### src/rtl/hid_mouse_layout_extractor_macros.svh
// Assertion macros for the mouse layout extractor.
// Used by the top level only; no other dependencies.
`ifndef HID_MOUSE_LAYOUT_EXTRACTOR_MACROS_SVH
`define HID_MOUSE_LAYOUT_EXTRACTOR_MACROS_SVH
// Implication checked on every clock, off during reset.
`define HMLE_ASSERT_IMPL(label, clk, rst_n, ante, cons) \
  label: assert property (@(posedge clk) disable iff (!rst_n) (ante) |-> (cons)) \
    else $error("assertion failed");
// Invariant checked on every clock, off during reset.
`define HMLE_ASSERT_ALWAYS(label, clk, rst_n, cond) \
  label: assert property (@(posedge clk) disable iff (!rst_n) (cond)) \
    else $error("assertion failed");
`endif

### src/rtl/hmle_pkg.sv
// Shared types and constants of the mouse layout extractor.
// No dependencies.
`timescale 1ns / 1ps
package hmle_pkg;
  localparam logic [7:0] TAG_INPUT    = 8'h80;
  localparam logic [7:0] TAG_COLL     = 8'hA0;
  localparam logic [7:0] TAG_END_COLL = 8'hC0;
  localparam logic [7:0] TAG_PAGE     = 8'h04;
  localparam logic [7:0] TAG_LMIN     = 8'h14;
  localparam logic [7:0] TAG_LMAX     = 8'h24;
  localparam logic [7:0] TAG_RSIZE    = 8'h74;
  localparam logic [7:0] TAG_RCOUNT   = 8'h94;
  localparam logic [7:0] TAG_RID      = 8'h84;
  localparam logic [7:0] TAG_USAGE    = 8'h08;
  localparam logic [7:0] RID_FLAGS    = 8'h85;
  localparam logic [31:0] DEF_SIZE    = 32'd8;

  typedef enum logic [2:0] {
    KIND_OTHER = 3'd0, KIND_BUTTON = 3'd1, KIND_X = 3'd2, KIND_Y = 3'd3, KIND_WHEEL = 3'd4
  } kind_e;

  // One parser output per byte, handed from the parser to the executor; run marks a complete item.
  typedef struct packed {
    logic [7:0]  tag;
    logic [31:0] data;
    logic        last;
    logic        trunc;
    logic        run;
  } item_t;
endpackage

### src/rtl/hmle_queue.sv
// Two-entry item queue between parser and executor.
// Depends on hmle_pkg.
`timescale 1ns / 1ps
module hmle_queue import hmle_pkg::*; (
  input  logic  clk_i,
  input  logic  rst_ni,
  input  logic  wr_i,
  input  item_t wr_data_i,
  output logic  full_o,
  input  logic  rd_i,
  output logic  nempty_o,
  output item_t rd_data_o
);
  item_t       mem_q [2];
  logic        wp_q, rp_q;
  logic [1:0]  cnt_q;

  assign full_o = (cnt_q == 2'd2);
  assign nempty_o = (cnt_q != 2'd0);
  assign rd_data_o = mem_q[rp_q];

  // Store beat
  always_ff @(posedge clk_i) begin
    if (wr_i) mem_q[wp_q] <= wr_data_i;
  end

  // Advance pointers
  always_ff @(posedge clk_i or negedge rst_ni) begin
    if (!rst_ni) begin
      wp_q <= 1'b0;
      rp_q <= 1'b0;
      cnt_q <= '0;
    end else begin
      if (wr_i) wp_q <= ~wp_q;
      if (rd_i) rp_q <= ~rp_q;
      cnt_q <= cnt_q + 2'(wr_i) - 2'(rd_i);
    end
  end
endmodule

### config.mk
export PLATFORM = sky130hd
export DESIGN_NAME = hmle_queue
export DESIGN_NICKNAME = d
export VERILOG_FILES = /design/src/rtl/hid_mouse_layout_extractor_macros.svh /design/src/rtl/hmle_pkg.sv /design/src/rtl/hmle_queue.sv
export SDC_FILE = /design/constraint.sdc
export NUM_CORES = 1
export LEC_CHECK = 0
export ABC_AREA = 1
export BUFFER_PORTS_ARGS = -buffer_cell sky130_fd_sc_hd__buf_2
export CORE_ASPECT_RATIO = 0.9
export CORE_MARGIN = 8
export CORE_UTILIZATION = 50
export CTS_BUF_LIST = sky130_fd_sc_hd__clkbuf_2
export DETAILED_ROUTE_END_ITERATION = 8
export PLACE_DENSITY_LB_ADDON = 0.08
export REMOVE_ABC_BUFFERS = 1
export SYNTH_ARGS = -nofsm -noshare
export SYNTH_HDL_FRONTEND = slang
export SYNTH_SLANG_ARGS = --single-unit
### constraint.sdc
create_clock -name clk_i -period 5 [get_ports clk_i]
set_clock_uncertainty 0.05 [all_clocks]
set_input_delay 0.75 -clock clk_i [delete_from_list [all_inputs] [get_ports clk_i]]
set_output_delay 0.75 -clock clk_i [all_outputs]
set_load 0.02 [all_outputs]
==> implementation parameters <==
Parameter                              Value

Run status
  Status    finished, final reports clean

Synthesis
  Count leader, synth    edfxtp_1
  Count of flip-flops with a built-in enable after synthesis    86
  Most frequent cells after synthesis    edfxtp_1 (86), inv_1 (50), nand2_1 (50)
  Fraction of registers with async set or reset after synthesis    4.444%
  Primary flip-flop cell chosen by synthesis mapping    edfxtp_1
  Instance count of the mapped netlist    249
  Average cell area after synthesis    13.62 sq um
  Synth warn    0
  Share of the synthesized area in the top cell type    76.16%
  Cells taking the most area after synthesis    edfxtp_1 (76%), o21ai_0 (5.6%), inv_1 (5.5%), nand2_1 (5.5%), dfrtp_1 (3.0%)
  Syn Std Cell Area    0.003391 sq mm
  Flip-flop and latch count after synthesis    90
  Portion of the post-synthesis area used by sequential elements    79.11%
  Distinct cells, synth    14
  Cell accounting for the most synthesized area    edfxtp_1

Routing
  Remaining number of nets flagged by the antenna check after routing    0
  DR vias    1987
  TritonRoute pass-1 iters    4
  Number of DRC violations after detailed-routing iteration 0    between 70 and 80
  Mean number of vias per cell    4.516
  Average routed wire per standard cell    approximately 13 um
  Number of DRC violations after detailed routing    0
  Total length of routed wires    just under 6 mm

Die
  Die Footprint    0.009677 sq mm
  Initial standard-cell utilization of the core    51.48%
  Chip width    102.8 um
  Boundary Pins    92
  Floorplan core area    0.006586 sq mm
  Rows    28
  Die Y    94.13 um

Placed design
  Placement Cell Area    0.003920 sq mm
  Port Buffers    91
  Detailed placer's ending HPWL    approximately 4.1 mm
  GPL Wtd Cong    ~0.67

Setup path
  Start-to-end type of the worst setup path    flop to primary output
  Register-to-register setup slack    3230 ps
  Critical path launch point type    flop
  Max Fanout on Critical Path    58
  Worst reg2reg path startpoint    wp_q$_DFFE_PN0P_
  Worst path required time    around 4200 ps
  Endpoint arrival time on the critical path    2120 ps
  Reg2reg path depth    2
  Worst setup EP type    primary output
  Endpoint of the worst-slack reg-to-reg timing path    mem_q[0][8]$_DFFE_PP_

Hold path
  Endpoint of the worst hold path    mem_q[0][23]$_DFFE_PP_
  Origin of the worst min-delay path    wr_data_i[23]
  Hold Path Class    input pin to flop
  WHS Path Cells    1

Timing
  Post-layout min period    2921 ps
  Period utilization    58.42%
  Max-Slew Margin vs Limit    38.53%
  Final Hold Vio Count    0
  Actual transition at the worst max-transition pin    920.8 ps
  Max Slew Vio Count    0
  Hold Worst Slack    369.1 ps
  Number of setup violations in the final report    0
  Total negative slack for setup checks    0 ps
  Highest achievable clock rate    0.3423 GHz
  Setup repair after global routing missed its margin    no

Finish
  Fraction of layout cells with a size suffix above 1    31.43%
  Fill cells    around 570
  Final Net Count    394
  Area of all placed cells without fillers    0.004038 sq mm
  Core Util, Final    61.30%
  Area of combinational cells with multiple inputs    465.4 sq um
  Count of inserted antenna diode cells    0
  Relative area change from synthesis to final layout    19.08%
  Reg area    around 0.0027 sq mm

Clock network
  CTS tree    yes
  Hold buffer count at CTS    1
  Setup bufs post-CTS    0
  Latest clock arrival within the worst-skew pair    between 400 and 500 ps
  Library cell used as clock root buffer    clkbuf_2
  Clock buffer count from CTS    9
  Clock transition at the register clock pins on the worst setup and hold paths after CTS    230 ps
  Number of H-tree levels    3
  Sink Count    90
  Max Buffers Root-to-Sink    2
  Resized cells post-CTS    0

Power and ir drop
  Power density over the cells    540.6 mW/mm^2
  NetSw    0.8405 mW
  Power share of the clock group    15.4%
  Net Sw Frac    38.50%
  Sequential share of power    49.0%
  Peak supply drop    0.3903 mV
  Internal Dissipation    1.342 mW
  Combinational share of power    35.6%
  Pleak    around 1.8 nW
  Total power    2.183 mW

Global routing
  Global-route total usage across every layer    about 13%
  Pin count of the biggest net entering global routing    59
  Total global routing overflow    0
  Antenna violations before repair    0
  First-pass GRT wire length    9.246 mm
  Vias in the first global route    2072

Run
  Number of max-cap violations    0
==> critical path: stages, from the launching register on <==
cell,delay [ps]
dfrtp_2,690
buf_4,500
nand2_1,90
o21ai_0,130
buf_2,220
==> metrics by stage <==
stage,setup WS [ps],std cells
finish,2079,440
global route,1825,440
CTS,2017,440
detailed placement,2608,423
global placement,2644,423
floorplan,1908,240
==> layout make-up <==
class | count | share of cell area (%)
timing repair buffer | 94 | 11.90
multi-input combinational | 100 | 11.53
clock inverter | 6 | 1.425
clock buffer | 10 | 1.240
sequential | 90 | 66.47
tap | 90 | 2.789
inverter | 50 | 4.648
==> cells by family (layout without fill, tap and decap cells) <==
logic type      count (synthesis)  after routing  share of synthesized area, %
flops                          90             90                         79.11
buf+inv                        59            160                         7.380
simple gates                   53             53                         5.904
compound gates                 43             43                         6.347
fa+ha+maj                       2              2                        0.7379
xor+xnor                        2              2                        0.5167
==> cells in the final DEF, fill, tap and decap left out, types with 2 or more instances in the layout <==
cell / n
buf_4: 2
buf_2: 91
clkinvlp_4: 2
nand2_1: 50
edfxtp_1: 86
clkinv_1: 2
ha_1: 2
xor2_1: 2
dfrtp_1: 3
clkbuf_2: 10
o21ai_1: 5
o21ai_0: 38
inv_1: 49
==> flip-flops by register name, indices dropped and copies added (netlist names) <==
signal and flops:
wp_q 1, mem_q 86, cnt_q 2, rp_q 1
==> per-layer routing <==
metal  vias to the layer above  GRT usage [%]  part of all wire (%)
met2                        65          21.57                    48
met5                         -              0                     0
li1                       1023              -                     -
met4                         0          6.619                   1.3
met3                         8          5.333                   9.5
met1                       891          13.77                    41
==> power groups by stage <==
stage	Sequential, mW	Clock (mW)	Combinational [mW]
2_1_floorplan	1.11	0	0.470
3_5_place_dp	1.09	0	0.799
5_1_grt	1.09	0.374	0.868
6_report	1.07	0.336	0.778
4_1_cts	1.07	0.350	0.802
3_3_place_gp	1.08	0	0.790
==> how the worst max path moves through the flow <==
| stage | startpoint | endpoint | slack, ps | cells after the start |
|---|---|---|---|---|
| 6_report | rp_q$_DFFE_PN0P_ | rd_data_o[22] | 2080 | 4 |
| 5_1_grt | rp_q$_DFFE_PN0P_ | rd_data_o[22] | 1830 | 4 |
| 4_1_cts | rp_q$_DFFE_PN0P_ | rd_data_o[22] | 2020 | 4 |
| 3_5_place_dp | rp_q$_DFFE_PN0P_ | rd_data_o[22] | 2610 | 3 |
| 3_3_place_gp | rp_q$_DFFE_PN0P_ | rd_data_o[22] | 2640 | 4 |
| 2_1_floorplan | wr_i | mem_q[0][0]$_DFFE_PP_ | 1910 | 2 |
(Power assumes the default switching activity.)
