### src/rtl/hid_mouse_layout_extractor_macros.svh
// Assertion macros for the mouse layout extractor.
// Used by the top level only; no other dependencies.
`ifndef HID_MOUSE_LAYOUT_EXTRACTOR_MACROS_SVH
`define HID_MOUSE_LAYOUT_EXTRACTOR_MACROS_SVH
// Implication checked on every clock, off during reset.
`define HMLE_ASSERT_IMPL(label, clk, rst_n, ante, cons) \
  label: assert property (@(posedge clk) disable iff (!rst_n) (ante) |-> (cons)) \
    else $error("assertion failed");
// Invariant checked on every clock, off during reset.
`define HMLE_ASSERT_ALWAYS(label, clk, rst_n, cond) \
  label: assert property (@(posedge clk) disable iff (!rst_n) (cond)) \
    else $error("assertion failed");
`endif

### src/rtl/hmle_pkg.sv
// Shared types and constants of the mouse layout extractor.
// No dependencies.
`timescale 1ns / 1ps
package hmle_pkg;
  localparam logic [7:0] TAG_INPUT    = 8'h80;
  localparam logic [7:0] TAG_COLL     = 8'hA0;
  localparam logic [7:0] TAG_END_COLL = 8'hC0;
  localparam logic [7:0] TAG_PAGE     = 8'h04;
  localparam logic [7:0] TAG_LMIN     = 8'h14;
  localparam logic [7:0] TAG_LMAX     = 8'h24;
  localparam logic [7:0] TAG_RSIZE    = 8'h74;
  localparam logic [7:0] TAG_RCOUNT   = 8'h94;
  localparam logic [7:0] TAG_RID      = 8'h84;
  localparam logic [7:0] TAG_USAGE    = 8'h08;
  localparam logic [7:0] RID_FLAGS    = 8'h85;
  localparam logic [31:0] DEF_SIZE    = 32'd8;

  typedef enum logic [2:0] {
    KIND_OTHER = 3'd0, KIND_BUTTON = 3'd1, KIND_X = 3'd2, KIND_Y = 3'd3, KIND_WHEEL = 3'd4
  } kind_e;

  // One parser output per byte, handed from the parser to the executor; run marks a complete item.
  typedef struct packed {
    logic [7:0]  tag;
    logic [31:0] data;
    logic        last;
    logic        trunc;
    logic        run;
  } item_t;
endpackage

### src/rtl/hmle_front.sv
// Byte parser: assembles short items from descriptor bytes.
// Depends on hmle_pkg.
`timescale 1ns / 1ps
module hmle_front import hmle_pkg::*; (
  input  logic       clk_i,
  input  logic       rst_ni,
  input  logic       push_i,
  input  logic [7:0] desc_byte_i,
  input  logic       last_byte_i,
  output logic       item_valid_o,
  output item_t      item_o
);
  logic [7:0]  hdr_q, hdr_d;
  logic [2:0]  left_q, left_d;
  logic [31:0] acc_q, acc_d;
  logic [2:0]  len;
  logic [1:0]  pos;
  logic [31:0] dat;
  logic        run;

  // Decode one byte
  always_comb begin
    hdr_d = hdr_q;
    left_d = left_q;
    acc_d = acc_q;
    run = 1'b0;
    dat = '0;
    len = (hdr_q[1:0] == 2'd3) ? 3'd4 : {1'b0, hdr_q[1:0]};
    pos = 2'(len - left_q);
    if (left_q == 3'd0) begin
      hdr_d = desc_byte_i;
      acc_d = '0;
      left_d = (desc_byte_i[1:0] == 2'd3) ? 3'd4 : {1'b0, desc_byte_i[1:0]};
      run = (desc_byte_i[1:0] == 2'd0);
    end else begin
      acc_d = acc_q | (32'(desc_byte_i) << {pos, 3'b000});
      left_d = left_q - 3'd1;
      run = (left_d == 3'd0);
      dat = acc_d;
      if (len == 3'd2 && acc_d[15]) dat[31:16] = 16'hFFFF;
    end
    item_o.tag = {hdr_d[7:2], 2'b00};
    item_o.data = dat;
    item_o.run = run;
    item_o.last = last_byte_i;
    item_o.trunc = (left_d != 3'd0);
    if (last_byte_i) begin
      hdr_d = '0;
      left_d = '0;
      acc_d = '0;
    end
  end
  assign item_valid_o = push_i;

  // Hold parser state
  always_ff @(posedge clk_i or negedge rst_ni) begin
    if (!rst_ni) begin
      hdr_q <= '0;
      left_q <= '0;
      acc_q <= '0;
    end else if (push_i) begin
      hdr_q <= hdr_d;
      left_q <= left_d;
      acc_q <= acc_d;
    end
  end
endmodule

### config.mk
export PLATFORM = sky130hd
export DESIGN_NAME = hmle_front
export DESIGN_NICKNAME = d
export VERILOG_FILES = /design/src/rtl/hid_mouse_layout_extractor_macros.svh /design/src/rtl/hmle_pkg.sv /design/src/rtl/hmle_front.sv
export SDC_FILE = /design/constraint.sdc
export NUM_CORES = 1
export LEC_CHECK = 0
export ABC_AREA = 1
export BUFFER_PORTS_ARGS = -buffer_cell sky130_fd_sc_hd__buf_4
export CAP_MARGIN = 20
export CORE_AREA = 2 2 110 59
export CTS_BUF_LIST = sky130_fd_sc_hd__clkbuf_4
export CTS_CLUSTER_SIZE = 25
export DETAILED_ROUTE_END_ITERATION = 16
export DIE_AREA = 0 0 112 61
export GPL_ROUTABILITY_DRIVEN = 0
export HOLD_SLACK_MARGIN = 0.06
export PLACE_DENSITY = 0.67
export SLEW_MARGIN = 25
export SYNTH_ARGS = -nofsm -noshare
export SYNTH_HDL_FRONTEND = slang
export SYNTH_SLANG_ARGS = --single-unit
### constraint.sdc
create_clock -name clk_i -period 4.8 [get_ports clk_i]
set_input_delay 0.72 -clock clk_i [delete_from_list [all_inputs] [get_ports clk_i]]
set_output_delay 0.72 -clock clk_i [all_outputs]
set_load 0.03 [all_outputs]
==> metrics.md, run 1 <==
| Metric | Value |
|---|---|
| Status | finished clean |
| RSZ-0062 raised after global routing | false |
| Dpl ws | approximately 1.8 ns |
| DIE WIDTH | about 110 µm |
| Port buffer count | 53 |
| Sum Neg Setup Slack | 0 ns |
| CP endpoint kind | output pin |
| Starting Density | 0.440 |
| CTS tree | done |
| Final Cycle Share | 0.721 |
| Area of the core | around 5900 µm² |
| Total Routed Length | around 7000 µm |
| Drt pass-1 iters | 4 |
| ANT cells | 0 |
| Total die area | approximately 6800 µm² |
| Sequential area share after synthesis | 0.418 |
| Fin. max-slew vios | 0 |
| Total gr overflow | 0 |
| # DRC | 0 |
| Post-synth design cell area | between 2000 and 3000 µm² |
| Hold_buf cts | 0 |
| Netlist cell types | 25 |
| FF+latch area | ~1100 µm² |
| Top Ports | between 50 and 60 |
| CP max stage delay | around 0.65 ns |
| Worst-Skew Late Latency | 0.38 ns |
| FF+latch count, synth | 43 |
| First-pass GRT wire length | 11300 µm |
| Worst-path clk slew | ~0.15 ns |
| Slack of the critical path | 1.34 ns |
| Hold Fails Final Rpt | 0 |
| Skew final | roughly 0.015 ns |
| Nets | 399 |
| Syn_area_per_cell | between 7 and 8 µm² |
| Crit path buf inv count | 3 |
| Pleak | approximately 1.6 nW |
| Fraction of layout cells with a size suffix above 1 | 0.234 |
| CTS Buffer Depth | 2 |
| Initial antenna violation count | 0 |
| Clock sinks | 43 |
| Drt initial violations | ~170 |
| Multi-input gate area in the final layout | 1100 µm² |
| Cell taking the most area after synthesis | dfrtp_1 |
| Root Buffer | clkbuf_4 |
| Chip height | between 60 and 70 µm |
| Total CTS buffers | 5 |
| CP delay by family, top | buffers and inverters |
| Post-cts resize count | 0 |
| DR WL/cell | approximately 15 µm |
| Worst path slowest cell | inv_2 |
| Worst slew margin | 0.494 |
| PD cells | ~810 nW/µm² |
| Startpoint types | flip-flop |
| DP Area | 2910 µm² |
| GRT Util Overall | 0.219 |
| Yosys warnings | 0 |
| Final Util | 0.511 |
| Via density | 4.97 |
| Final Cell Area | between 2000 and 3000 µm² |
| Filler Cell Count | between 500 and 600 |
| Period minus WS final | approximately 3.5 ns |
| CP Max Fanout | 36 |
| Via Count | 2290 |
| WP data arrival | 2.74 ns |
| Vias in the first global route | 2203 |
| HPWL Detailed | 4830 µm |
| Slew @ Worst Pin | 0.756 ns |
| Critical-path cell list | inv_1, ha_1, nand2_2, inv_2, nor2_1, a21oi_1, nand3_1, buf_4 |
| H-tree levels | 2 |
| Critical path type | flip-flop to output pin |
| Post-synth top area share | 0.418 |
| Max-Cap Viols | 0 |
| Row count | 20 |
| Mapped Cells | roughly 350 |
| Synth area leaders | dfrtp_1, inv_1, nand2_1 |
| F_max | roughly 290 MHz |
| Post-CTS Setup Bufs | 0 |
| Worst IR drop on VDD | roughly 0.0004 V |
| Setup violators final | 0 |
| Area grow syn2layout | 16.2% |
| HP Class | input port to asynchronous set/reset pin |
| Number of routed nets with antenna violations | 0 |
| Largest net degree at the start of global routing | 44 |
| Critical path required time | approximately 4.1 ns |
[flip-flops by register name, indices dropped and copies added, names as in the netlist]
signal  count
acc_q      32
hdr_q       8
left_q      3
[per-layer routing]
metal	GRT usage	share of wire	up-vias	routed length (µm)
met5	0	0	-	0
met4	0.0523	0.0092	0	64
met1	0.338	0.53	1064	3710
met3	0.0579	0.063	8	439
met2	0.305	0.40	69	2760
li1	-	-	1149	-
[cell type report]
class,count,area share
tap,77,0.0322
inverter,65,0.0816
timing repair buffer,53,0.133
multi-input combinational,215,0.368
clock buffer,5,0.0125
sequential,43,0.360
clock inverter,3,0.0130
[cell families (layout without fill, tap and decap cells)]
group	after synthesis	after routing	synth area share
and+or+nand+nor	123	123	0.199
buffers and inverters	89	126	0.158
adders and majority gates	4	4	0.0194
DFF	43	43	0.418
other	1	2	0.00146
xor gates and xnor gates	1	1	0.00340
AOI/OAI and AO/OA	85	85	0.201
[Yosys cell counts]
cell type and count:
inv_1 58, buf_6 5, o21ai_4 1, nand3_1 18, o22ai_1 3, nand2_2 6, o21ai_0 25, nor4_1 1
a22o_1 6, nor2_1 44, buf_4 7, inv_2 7, ha_1 4, o21ai_2 14, buf_1 2, a21oi_1 35
nand2_4 1, conb_1 1, xnor2_1 1, dfrtp_1 43, nor2_2 1, buf_2 6, nand2_1 52, a22oi_1 1
clkbuf_1 4
[cell usage in the layout (no fill, tap or decap), drive strengths merged]
| cell | instances |
|---|---|
| a22oi | 1 |
| nand3 | 18 |
| conb | 2 |
| clkinv | 2 |
| o21ai | 40 |
| a21oi | 35 |
| nor2 | 45 |
| xnor2 | 1 |
| a22o | 6 |
| nor4 | 1 |
| bufinv | 1 |
| ha | 4 |
| o22ai | 3 |
| inv | 65 |
| buf | 53 |
| nand2 | 59 |
| clkbuf | 5 |
| dfrtp | 43 |
[report_power, final]
part	switching, W	total, W	internal [W]
clock network	0.000135	0.000243	0.000107
registers	0.0000542	0.000510	0.000456
logic	0.00117	0.00166	0.000493
[per-stage QoR]
step	power (W)	hold slack, ns	instances
floorplan	0.00176	0.424	347
global placement	0.00215	0.461	453
detailed placement	0.00217	0.465	453
CTS	0.00242	0.323	461
global route	0.00259	0.325	461
finish	0.00242	0.297	461
[final timing paths]
| kind | startpoint | endpoint | slack [ns] | depth (start not counted) |
|---|---|---|---|---|
| hold / removal | rst_ni | acc_q[4]$_DFFE_PN0P_ | 0.30 | 1 |
| hold reg to reg | acc_q[9]$_DFFE_PN0P_ | acc_q[9]$_DFFE_PN0P_ | 0.50 | 2 |
| min in group clk_i | acc_q[9]$_DFFE_PN0P_ | acc_q[9]$_DFFE_PN0P_ | 0.50 | 2 |
| max in group asynchronous | rst_ni | acc_q[24]$_DFFE_PN0P_ | 4.09 | 1 |
| setup reg to reg | left_q[0]$_DFFE_PN0P_ | acc_q[31]$_DFFE_PN0P_ | 2.36 | 7 |
| setup / recovery | left_q[0]$_DFFE_PN0P_ | item_o[1] | 1.34 | 8 |
Note: power is estimated with default switching activity, not from simulation.
==> inputs of run 2 (changes only) <==
Settings changed: PLACE_DENSITY 0.67 to 0.7.
Clock period 4.8 ns to 2.9 ns, I/O delays scaled along.
==> metrics.md, run 2 (synthesized netlist as in run 1, its figures left out) <==
| Metric | Value |
|---|---|
| Top Ports | 56 (unchanged) |
| Gate power share | 0.700 (was 0.688) |
| CP endpoint kind | output pin (unchanged) |
| Final Cycle Share | 0.945 |
| Critical path required time | 2.47 ns (was 4.08 ns) |
| Largest net degree at the start of global routing | 44 (unchanged) |
| Final cell count without fillers | 468 (was 461) |
| Post-CTS Setup Bufs | 0 (unchanged) |
| Switching part of the total | 0.551 (was 0.563) |
| Drt initial violations | 176 (was 167) |
| HPWL Detailed | 4890 µm (was 4830 µm) |
| Worst-Skew Late Latency | 0.37 ns (was 0.38 ns) |
| CTS Buffer Depth | 2 (unchanged) |
| CP Max Fanout | 9 (was 36) |
| # DRC | 0 (unchanged) |
| Worst-path clk slew | 0.14 ns (was 0.15 ns) |
| Chip height | 61 µm (unchanged) |
| Initial antenna violation count | 0 (unchanged) |
| H-tree levels | 2 (unchanged) |
| Startpoint types | flip-flop (unchanged) |
| PD cells | 1340 nW/µm² (was 807 nW/µm²) |
| Skew final | 0.0173 ns (was 0.0151 ns) |
| Total CTS buffers | 5 (unchanged) |
| Area grow syn2layout | 19.0% (was 16.2%) |
| Hold Path Stages | 4 |
| Number of routed nets with antenna violations | 0 (unchanged) |
| Critical path type | flip-flop to output pin (unchanged) |
| Row count | 20 (unchanged) |
| Fraction of layout cells with a size suffix above 1 | 0.256 (was 0.234) |
| CTS tree | done (unchanged) |
| Total die area | 6830 µm² (unchanged) |
| Most frequent cells in the layout | buf_4, inv_1, nand2_1 (was inv_1, buf_4, nand2_1) |
| Root Buffer | clkbuf_4 (unchanged) |
| DIE WIDTH | 112 µm (unchanged) |
| GRT Util Overall | 0.205 (was 0.219) |
| Biggest regs | acc_q (32), hdr_q (8), left_q (3) (unchanged) |
| Sum Neg Setup Slack | 0 ns (unchanged) |
| Total Routed Length | 6790 µm (was 6980 µm) |
| Period minus WS final | ~2.7 ns |
| Clock sinks | 43 (unchanged) |
| Psw | 0.00227 W (was 0.00136 W) |
| Commonest non-fill, non-tap cell in the layout | buf_4 (was inv_1) |
| Setup violators final | 0 (unchanged) |
| Via density | 5.02 (was 4.97) |
| Largest reg by FF count | acc_q (unchanged) |
| Worst IR drop on VDD | 0.000721 V (was 0.000402 V) |
| Max-Cap Viols | 0 (unchanged) |
| HP Class | input port to flip-flop (was input port to asynchronous set/reset pin) |
| Internal power | 0.00185 W (was 0.00106 W) |
| Final Cell Area | 3060 µm² (was 2990 µm²) |
| Port buffer count | 53 (unchanged) |
| Via Count | 2351 (was 2290) |
| Pleak | 1.61 nW (was 1.57 nW) |
| Total gr overflow | 0 (unchanged) |
| Area of the core | 5860 µm² (unchanged) |
| F_max | 365 MHz |
| Vias in the first global route | 2108 (was 2203) |
| Slack of the critical path | 0.159 ns (was 1.34 ns) |
| Dpl cells | 459 (was 453) |
| Slew @ Worst Pin | 0.556 ns (was 0.756 ns) |
| Dpl ws | 0.588 ns (was 1.81 ns) |
| Max reg flops | 32 (unchanged) |
| WP data arrival | 2.31 ns (was 2.74 ns) |
| DR WL/cell | 14.5 µm (was 15.1 µm) |
| Clock power frac | 0.095 (was 0.100) |
| Nets | 406 (was 399) |
| DP Area | 2960 µm² (was 2910 µm²) |
| Drt pass-1 iters | 6 (was 4) |
| First-pass GRT wire length | 10800 µm (was 11300 µm) |
| Fin. max-slew vios | 0 (unchanged) |
| ANT cells | 0 (unchanged) |
| Final hold slack | 0.352 ns (was 0.297 ns) |
| Status | finished clean (unchanged) |
| Worst slew margin | 0.630 (was 0.494) |
| Starting Density | 0.440 (unchanged) |
| R2R depth | 8 (was 7) |
| Sequential share of power | 0.204 (was 0.211) |
| Hold Fails Final Rpt | 0 (unchanged) |
==> run 2: layer usage <==
metal	up-vias	global-route usage	part of all wire
met5	-	0	0
met4	0	0.0418	0.010
met3	8	0.0639	0.078
met2	86	0.281	0.40
met1	1089	0.317	0.51
li1	1168	-	-
==> run 2: stage by stage <==
stage	util	power, W
after global placement	0.505	0.00366
after global routing	0.523	0.00440
after floorplan	-	0.00292
final	0.523	0.00412
after detailed placement	0.505	0.00369
after CTS	0.520	0.00409
==> run 2: worst paths after layout <==
check / startpoint / end / slack, ns
min reg2reg: acc_q[5]$_DFFE_PN0P_ / acc_q[5]$_DFFE_PN0P_ / 0.49
max: hdr_q[1]$_DFFE_PN0P_ / item_o[14] / 0.16
min: last_byte_i / acc_q[15]$_DFFE_PN0P_ / 0.35
max reg2reg: left_q[0]$_DFFE_PN0P_ / hdr_q[0]$_DFFE_PN0P_ / 0.72
min in group asynchronous: rst_ni / hdr_q[0]$_DFFE_PN0P_ / 0.59
max in group asynchronous: rst_ni / acc_q[1]$_DFFE_PN0P_ / 1.93
==> run 2: power by group through the flow <==
| stage | clock (W) | sequential, W | combinational (W) |
|---|---|---|---|
| detailed placement | 0 | 0.000852 | 0.00284 |
| floorplan | 0 | 0.000833 | 0.00208 |
| finish | 0.000392 | 0.000841 | 0.00288 |
| global route | 0.000420 | 0.000865 | 0.00312 |
| CTS | 0.000399 | 0.000840 | 0.00285 |
| global placement | 0 | 0.000846 | 0.00281 |
==> run 2: worst max-delay path: stages (launching register included) <==
cell and delay [ns]:
dfrtp_1 0.41, inv_1 0.07, nand2_1 0.06, ha_1 0.38
buf_4 0.21, nor2_1 0.19, inv_1 0.08, o21ai_0 0.22
inv_1 0.06, nor2_1 0.08, buf_4 0.17
==> run 2: cell type report <==
| cell class | count | area (µm²) |
|---|---|---|
| Inverter | 65 | 244 |
| Fill cell | 590 | 2790 |
| Sequential cell | 43 | 1080 |
| Tap cell | 77 | 96.3 |
| Timing Repair Buffer | 60 | 453 |
| Multi-Input combinational cell | 215 | 1110 |
| Clock inverter | 3 | 42.5 |
| Clock buffer | 5 | 37.5 |
==> run 2: repair_timing <==
action,CTS,global route
endpoints found under the hold margin,12,0
hold buffers,1,0
gates resized for setup,0,5
setup endpoints to repair,0,6
